==> config.mk <==
export PLATFORM = sky130hd
export DESIGN_NAME = pid_position_controller
export DESIGN_NICKNAME = d
export VERILOG_FILES = /design/src/sv/pidpos_pkg.sv /design/src/sv/pid_position_controller.sv
export VERILOG_INCLUDE_DIRS = /design/src /design/src/sv
export SDC_FILE = /design/constraint.sdc
export NUM_CORES = 2
export LEC_CHECK = 0
export BUFFER_PORTS_ARGS = -buffer_cell sky130_fd_sc_hd__clkbuf_2
export CORE_MARGIN = 2
export CORE_UTILIZATION = 55
export DETAILED_ROUTE_END_ITERATION = 12
export GPL_TIMING_DRIVEN = 0
export PLACE_DENSITY = 0.76
export SYNTH_ARGS = -nofsm -noshare
export SYNTH_HDL_FRONTEND = slang
export SYNTH_SLANG_ARGS = --single-unit
==> constraint.sdc <==
create_clock -name clk -period 22 [get_ports clk]
set_input_delay 6.6 -clock clk [delete_from_list [all_inputs] [get_ports clk]]
set_output_delay 6.6 -clock clk [all_outputs]
set_load 0.02 [all_outputs]
==> src/sv/pid_position_controller_defines.svh <==
// ---------------------------------------------------------------------------
// pid_position_controller_defines
// assertion macros shared by the position controller
// ---------------------------------------------------------------------------
`ifndef PID_POSITION_CONTROLLER_DEFINES_SVH
`define PID_POSITION_CONTROLLER_DEFINES_SVH

// check that is switched off while reset is high
`define PID_CHECK(lbl, prop, msg) \
  lbl: assert property (@(posedge clk) disable iff (rst) prop) else $error(msg);

// check that also holds across reset
`define PID_CHECK_RST(lbl, prop, msg) \
  lbl: assert property (@(posedge clk) prop) else $error(msg);

`endif

==> src/sv/pidpos_pkg.sv <==
// ---------------------------------------------------------------------------
// pidpos_pkg
// register codes and fixed field widths of the position controller
// ---------------------------------------------------------------------------
package pidpos_pkg;

  localparam int CFG_IDX_W = 3;
  localparam int GAIN_W    = 16;
  localparam int LIMIT_W   = 23;
  localparam int TOL_W     = 16;
  localparam int SPEED_W   = 15;
  localparam int DRIVE_W   = 16;
  localparam int ISUM_W    = LIMIT_W + 1;

  typedef enum logic [CFG_IDX_W-1:0] {
    REG_PROP_GAIN      = 3'd0,
    REG_INTEG_GAIN     = 3'd1,
    REG_DERIV_GAIN     = 3'd2,
    REG_INTEGRAL_LIMIT = 3'd3,
    REG_DONE_TOLERANCE = 3'd4,
    REG_SPEED_CEILING  = 3'd5,
    REG_SPEED_FLOOR    = 3'd6,
    REG_GOAL_DISTANCE  = 3'd7
  } cfg_reg_t;

  localparam logic [LIMIT_W-1:0] LIMIT_RST   = 23'd8388607;
  localparam logic [TOL_W-1:0]   TOL_RST     = 16'd128;
  localparam logic [SPEED_W-1:0] CEILING_RST = 15'd23040;
  localparam logic [SPEED_W-1:0] FLOOR_RST   = 15'd10240;

endpackage

==> src/sv/pid_position_controller.sv <==
// ---------------------------------------------------------------------------
// pid_position_controller
// position pid loop with clamped integral and saturated drive
// ---------------------------------------------------------------------------
// One measured distance beat in gives one drive beat out. A beat can be taken
// every cycle unless the output stalls; results pass through four registered
// stages: error, integral clamp and derivative with the loop state update,
// then the three gain multiplies, then their sum, then rounding, speed limits
// and the output register. Stages close up bubbles, so input beats keep being
// taken while a result waits at the output until all four stages are full.
// Write gains, limits and the goal through the configuration port only while
// no beat is in flight; the block does not enforce it. Index 0 to 7 select
// prop gain, integral gain, derivative gain, integral limit, done tolerance,
// speed ceiling, speed floor and goal distance. After reset the loop is
// finished and gives zero drive with done set until a beat carries start_req.
`include "pid_position_controller_defines.svh"

module pid_position_controller #(
  parameter int DIST_WIDTH     = 24,
  parameter int GAIN_FRAC_BITS = 12,
  localparam int CFG_W = (DIST_WIDTH > pidpos_pkg::LIMIT_W) ? DIST_WIDTH
                                                           : pidpos_pkg::LIMIT_W
) (
  input  logic                                   clk,
  input  logic                                   rst,
  input  logic                                   cfg_valid,
  output logic                                   cfg_ready,
  input  logic [pidpos_pkg::CFG_IDX_W-1:0]       cfg_index,
  input  logic [CFG_W-1:0]                       cfg_data,
  input  logic                                   in_valid,
  output logic                                   in_ready,
  input  logic                                   start_req,
  input  logic signed [DIST_WIDTH-1:0]           measured_distance,
  output logic                                   out_valid,
  input  logic                                   out_ready,
  output logic signed [pidpos_pkg::DRIVE_W-1:0]  drive_command,
  output logic                                   done_res
);
  import pidpos_pkg::*;

  localparam int EW  = DIST_WIDTH + 1;
  localparam int DVW = DIST_WIDTH + 2;
  localparam int SW  = ((EW > ISUM_W) ? EW : ISUM_W) + 1;
  localparam int PPW = GAIN_W + 1 + EW;
  localparam int PIW = GAIN_W + 1 + ISUM_W;
  localparam int PDW = GAIN_W + 1 + DVW;
  localparam int AW  = ((PDW > PIW) ? PDW : PIW) + 2;
  localparam int MW  = AW + 1 - GAIN_FRAC_BITS;
  localparam logic [AW:0] HALF = (AW+1)'(1) << (GAIN_FRAC_BITS - 1);

  // configuration
  logic [GAIN_W-1:0]            prop_gain, integ_gain, deriv_gain;
  logic [LIMIT_W-1:0]           integral_limit;
  logic [TOL_W-1:0]             done_tolerance;
  logic [SPEED_W-1:0]           speed_ceiling, speed_floor;
  logic signed [DIST_WIDTH-1:0] goal_distance;

  // loop state
  logic signed [ISUM_W-1:0] error_sum;
  logic signed [EW-1:0]     prior_error;
  logic                     finished;

  // pipeline
  logic                     s1_valid, s2_valid, s3_valid;
  logic                     s1_load, s2_load, s3_load, out_load;
  logic                     s1_idle, s2_idle, s3_idle;
  logic                     s1_done, s2_done, s3_done;
  logic signed [EW-1:0]     s1_err;
  logic signed [ISUM_W-1:0] s1_isum;
  logic signed [DVW-1:0]    s1_deriv;
  logic signed [PPW-1:0]    s2_pprop;
  logic signed [PIW-1:0]    s2_pinteg;
  logic signed [PDW-1:0]    s2_pderiv;
  logic signed [AW-1:0]     s3_acc;

  // stage 1 logic
  logic                     fin_eff, in_take, within_tol;
  logic signed [ISUM_W-1:0] es_eff, isum;
  logic signed [EW-1:0]     pe_eff, err;
  logic [EW-1:0]            err_abs;
  logic signed [SW-1:0]     sum_raw, lim_pos, lim_neg;
  logic signed [DVW-1:0]    deriv;

  // output stage logic
  logic                     acc_neg, acc_zero;
  logic [AW-1:0]            acc_abs;
  logic [AW:0]              acc_rnd;
  logic [MW-1:0]            mag;
  logic [SPEED_W-1:0]       mag_sel;
  logic signed [DRIVE_W-1:0] drive;
  logic [DRIVE_W-1:0]       drive_abs;

  assign cfg_ready = 1'b1;

  assign out_load = !out_valid || out_ready;
  assign s3_load  = !s3_valid || out_load;
  assign s2_load  = !s2_valid || s3_load;
  assign s1_load  = !s1_valid || s2_load;
  assign in_ready = s1_load;
  assign in_take  = in_valid && in_ready;

  always_comb begin
    fin_eff = start_req ? 1'b0 : finished;
    es_eff  = start_req ? '0 : error_sum;
    pe_eff  = start_req ? EW'(goal_distance) : prior_error;
    err     = EW'(goal_distance) - EW'(measured_distance);
    err_abs = err[EW-1] ? EW'(-err) : EW'(err);
    within_tol = err_abs <= EW'(done_tolerance);
    sum_raw = SW'(es_eff) + SW'(err);
    lim_pos = SW'(integral_limit);
    lim_neg = -lim_pos;
    if (sum_raw > lim_pos) begin
      isum = ISUM_W'(lim_pos);
    end else if (sum_raw < lim_neg) begin
      isum = ISUM_W'(lim_neg);
    end else begin
      isum = ISUM_W'(sum_raw);
    end
    deriv = DVW'(err) - DVW'(pe_eff);
  end

  always_comb begin
    acc_neg  = s3_acc[AW-1];
    acc_zero = s3_acc == '0;
    acc_abs  = acc_neg ? AW'(-s3_acc) : AW'(s3_acc);
    acc_rnd  = {1'b0, acc_abs} + HALF;
    mag      = MW'(acc_rnd >> GAIN_FRAC_BITS);
    if (acc_zero || s3_idle) begin
      mag_sel = '0;
    end else if (mag > MW'(speed_ceiling)) begin
      mag_sel = speed_ceiling;
    end else if (mag < MW'(speed_floor)) begin
      mag_sel = speed_floor;
    end else begin
      mag_sel = mag[SPEED_W-1:0];
    end
    drive = acc_neg ? -DRIVE_W'(mag_sel) : DRIVE_W'(mag_sel);
    drive_abs = drive_command[DRIVE_W-1] ? DRIVE_W'(-drive_command)
                                         : DRIVE_W'(drive_command);
  end

  always_ff @(posedge clk) begin
    if (rst) begin
      prop_gain      <= '0;
      integ_gain     <= '0;
      deriv_gain     <= '0;
      integral_limit <= LIMIT_RST;
      done_tolerance <= TOL_RST;
      speed_ceiling  <= CEILING_RST;
      speed_floor    <= FLOOR_RST;
      goal_distance  <= '0;
    end else if (cfg_valid) begin
      case (cfg_reg_t'(cfg_index))
        REG_PROP_GAIN:      prop_gain      <= cfg_data[GAIN_W-1:0];
        REG_INTEG_GAIN:     integ_gain     <= cfg_data[GAIN_W-1:0];
        REG_DERIV_GAIN:     deriv_gain     <= cfg_data[GAIN_W-1:0];
        REG_INTEGRAL_LIMIT: integral_limit <= cfg_data[LIMIT_W-1:0];
        REG_DONE_TOLERANCE: done_tolerance <= cfg_data[TOL_W-1:0];
        REG_SPEED_CEILING:  speed_ceiling  <= cfg_data[SPEED_W-1:0];
        REG_SPEED_FLOOR:    speed_floor    <= cfg_data[SPEED_W-1:0];
        REG_GOAL_DISTANCE:  goal_distance  <= cfg_data[DIST_WIDTH-1:0];
        default: ;
      endcase
    end
  end

  // loop state moves on at the input beat, so the next beat sees it at once
  always_ff @(posedge clk) begin
    if (rst) begin
      error_sum   <= '0;
      prior_error <= '0;
      finished    <= 1'b1;
    end else if (in_take && !fin_eff) begin
      error_sum   <= isum;
      prior_error <= err;
      finished    <= within_tol;
    end
  end

  always_ff @(posedge clk) begin
    if (rst) begin
      s1_valid  <= 1'b0;
      s2_valid  <= 1'b0;
      s3_valid  <= 1'b0;
      out_valid <= 1'b0;
    end else begin
      if (s1_load) begin
        s1_valid <= in_valid;
      end
      if (s2_load) begin
        s2_valid <= s1_valid;
      end
      if (s3_load) begin
        s3_valid <= s2_valid;
      end
      if (out_load) begin
        out_valid <= s3_valid;
      end
    end
  end

  always_ff @(posedge clk) begin
    if (s1_load) begin
      s1_err   <= err;
      s1_isum  <= isum;
      s1_deriv <= deriv;
      s1_idle  <= fin_eff;
      s1_done  <= fin_eff || within_tol;
    end
    if (s2_load) begin
      s2_pprop  <= $signed({1'b0, prop_gain}) * s1_err;
      s2_pinteg <= $signed({1'b0, integ_gain}) * s1_isum;
      s2_pderiv <= $signed({1'b0, deriv_gain}) * s1_deriv;
      s2_idle   <= s1_idle;
      s2_done   <= s1_done;
    end
    if (s3_load) begin
      s3_acc  <= AW'(s2_pprop) + AW'(s2_pinteg) + AW'(s2_pderiv);
      s3_idle <= s2_idle;
      s3_done <= s2_done;
    end
    if (out_load) begin
      drive_command <= drive;
      done_res      <= s3_done;
    end
  end

  `PID_CHECK_RST(a_reset_empties, rst |=> !out_valid, "output valid after reset")
  `PID_CHECK(a_integral_bound, error_sum != {1'b1, {LIMIT_W{1'b0}}}, "integral out of range")
  `PID_CHECK(a_drive_bound, out_valid |-> (drive_abs <= DRIVE_W'(speed_ceiling) || drive_abs == DRIVE_W'(speed_floor)), "drive beyond limits")

endmodule
==> flow_metrics.py <==
metrics = {
    "outcome": {
        "status": "finished, final reports clean",
    },
    "floorplan": {
        "die_h_um": 362,
        "io_pins": 77,
        "die_x_um": 362,
        "core_area_um2": 127000,
        "rows": 131,
        "fp.dieArea_um2": 131000,
        "start_util_pct": 55.3,
    },
    "placed_design": {
        "dp_slack_ns": 5.95,
        "dp_cells": 9547,
        "io_buffers": 57,
        "detailed_place_hpwl_um": 172000,
        "place.gp.congestion": 1.02,
    },
    "pwr": {
        "p_total_mw": 4.83,
        "comb_power_share_pct": 49.7,
        "p_per_area_nw_per_um2": 64.5,
        "ir_worst_vdd_v": 0.0000664,
        "p_seq_share_pct": 30.3,
        "p_leak_nw": 36.2,
        "switching_share_pct": 46.5,
        "intPower_mw": 2.58,
        "power_frac_clock_pct": 20.0,
        "p_sw_mw": 2.25,
    },
    "drt": {
        "drt_wl_total_um": 207000,
        "drc_errors": 0,
        "drt_pass1_iterations": 8,
        "via_per_inst": 5.73,
        "first_iter_violations": 5218,
        "routedWlPerCell_um": 21.5,
        "vias": 55300,
        "ant_nets": 0,
    },
    "worst_setup_path": {
        "worst_path_max_delay_cell": "o21ai_0",
        "crit_path_max_fanout": 10,
        "critPathRequiredTime_ns": 22.35,
        "end_kind": "flop",
        "crit_top_cell": "o21ai_0",
        "worst-setup-path-type": "in2reg",
        "cp.arrival_ns": 16.08,
        "crit_path_max_incr_delay_ns": 1.16,
        "start_kind": "input port",
    },
    "logic_synthesis": {
        "synth_edf_count": 268,
        "avgSynthCellArea_um2": 9.01,
        "ys_warn_count": 0,
        "synth_cell_types": 97,
        "synthArstFlopShare_pct": 0,
        "synth_ff_type": "edfxtp_1",
        "synth_seq_cells": 463,
        "syn_inst": 7818,
        "syn_area_um2": 70400,
        "ys_seq_area_share_pct": 17.0,
        "synth_fp_nets": 9614,
    },
    "clocking": {
        "numCtsBuffers": 53,
        "post-cts-setup-buffers": 0,
        "clockBufferDepth": 3,
        "tritoncts": "done",
        "ctsResizeCount": 0,
        "ctsHoldBuffers": 0,
        "h-tree-depth": 2,
        "clk_pin_slew_ns": 0.07,
        "cts_root_buf": "clkbuf_16",
        "cts.sinks": 463,
        "clock_latency_ns": 0.68,
    },
    "global_routing": {
        "grt_pass1_vias": 57000,
        "antenna_found_initial": 20,
        "grt_first_pass_wirelength_um": 324000,
        "track_usage_pct": 32.5,
        "overflow": 0,
        "grt_max_degree": 62,
    },
    "timing": {
        "slew_headroom_pct": 3.75,
        "drv_slew": 0,
        "hold_viol": 0,
        "worstMarginPinSlew_ns": 1.43,
        "setup_viol": 0,
        "worst_slack_ns": 6.27,
        "hold_ws_ns": 0.420,
        "max_freq_ghz": 0.0636,
        "period_share_pct": 71.5,
        "tns_ns": 0,
        "rsz0062_at_grt": "no",
        "finClkSkew_ns": 0.0586,
        "fin_crit_ns": 15.73,
    },
    "final_layout": {
        "final_cells": 9656,
        "area_delta_synth_final_pct": 6.33,
        "layout-drive-gt1-share_pct": 3.16,
        "nets": 9736,
    },
    "worst_hold_path": {
        "hold_path_class": "reg2reg",
    },
    "run": {
        "max_cap_viol_count": 0,
    },
}
## flip-flops by register name, summed over array words and instances (netlist names), 25 cells and up
name and cells:
s3_acc 44, s2_pderiv 43, s2_pprop 42, s2_pinteg 41
s1_deriv 26, prior_error 25, s1_err 25
## power by group through the flow
| stage | sequential [mW] | combinational, mW | clock, mW |
|---|---|---|---|
| floorplan | 1.32 | 1.64 | 0 |
| global placement | 1.46 | 2.28 | 0 |
| detailed placement | 1.46 | 2.34 | 0 |
| CTS | 1.45 | 2.36 | 0.969 |
| global route | 1.47 | 2.65 | 1.00 |
| finish | 1.46 | 2.40 | 0.964 |
## critical path, delay by kind of cell
kind                     cells  cell delay [ns]
AO/OA/AOI/OAI               17             5.50
XOR/XNOR                     1             0.55
adder cells (fa/ha/maj)      4             1.45
buffers and inverters        4             0.73
AND/OR/NAND/NOR              4             1.22
## synthesized netlist by cell type, drive strengths merged, types with 86 or more instances
| master | instances | area (um^2) |
|---|---|---|
| and2 | 396 | 2480 |
| nand3 | 103 | 538 |
| edfxtp | 268 | 8050 |
| a21o | 86 | 646 |
| clkbuf | 299 | 1140 |
| xnor2 | 228 | 2000 |
| a21oi | 346 | 1730 |
| dfxtp | 195 | 3900 |
| o21ai | 157 | 786 |
| inv | 1670 | 6270 |
| ha | 519 | 6490 |
| fa | 1220 | 24400 |
| nand2 | 1287 | 4830 |
| nor2 | 205 | 769 |
## cell families (layout without fill, tap and decap cells)
group,Yosys count,count (layout),synth area share [%]
AND/OR/NAND/NOR,2332,2332,15.3
AO/OA/AOI/OAI,943,943,8.57
multiplexers,45,45,0.652
other,1,10,0.00532
XOR/XNOR,311,311,3.95
buffers and inverters,1983,2150,10.6
adder cells (fa/ha/maj),1740,1740,43.9
flip-flops,463,463,17.0
## final cells by class
class / count / area (um^2)
Antenna cell: 9 / 22.5
Buffer: 309 / 1200
Clock buffer: 56 / 1360
Clock inverter: 44 / 512
Fill cell: 10900 / 52500
Inverter: 1674 / 6280
Multi-Input combinational cell: 5372 / 51000
Sequential cell: 463 / 12000
Tap cell: 1662 / 2080
Timing Repair Buffer: 67 / 455
## placed cells by master (no fill, tap or decap), types with 9 or more instances in the layout
cell type / n
mux2i_1: 38
xnor2_1: 228
o31ai_1: 17
or2_2: 18
nand4_1: 36
and2_1: 395
a41oi_1: 10
o22ai_1: 9
xor2_1: 79
or3_1: 22
clkbuf_2: 69
nand2_1: 1286
nand2b_1: 45
o21a_1: 46
and3_1: 37
inv_1: 1670
o21ai_0: 156
edfxtp_1: 268
nor2b_1: 63
clkbuf_1: 288
ha_1: 519
clkbuf_16: 53
a31o_2: 17
a211o_1: 14
o211ai_1: 55
a21oi_1: 346
dfxtp_1: 195
nand3_1: 99
diode_2: 9
a211oi_1: 25
nor3_1: 66
o21bai_1: 26
a21boi_0: 12
nor4_1: 13
a21o_1: 86
fa_1: 1220
clkinv_1: 9
a31oi_1: 38
nor2_1: 205
## per-layer routing
layer	track usage, %	vias up	part of all wire, %
met2	50.0	2794	44
met4	18.4	8	6.7
met5	0	-	0.033
met1	42.2	27400	38
li1	-	24500	-
met3	7.80	639	11
## final timing paths
path	slack, ns	from	end	cells after the start
max	6.27	measured_distance[0]	s1_isum[11]	30
min	0.42	s1_done	s2_done	0
max reg2reg	12.07	goal_distance[0]	s1_isum[11]	30
min reg2reg	0.42	s1_done	s2_done	0
## stage by stage
step           area, um^2  util, %
2_1_floorplan       70400        -
5_1_grt             74900     58.8
3_5_place_dp        73000     57.3
6_report            74900     58.8
3_3_place_gp        72800     57.2
4_1_cts             74900     58.8
Note: power is estimated with default switching activity, not from simulation.
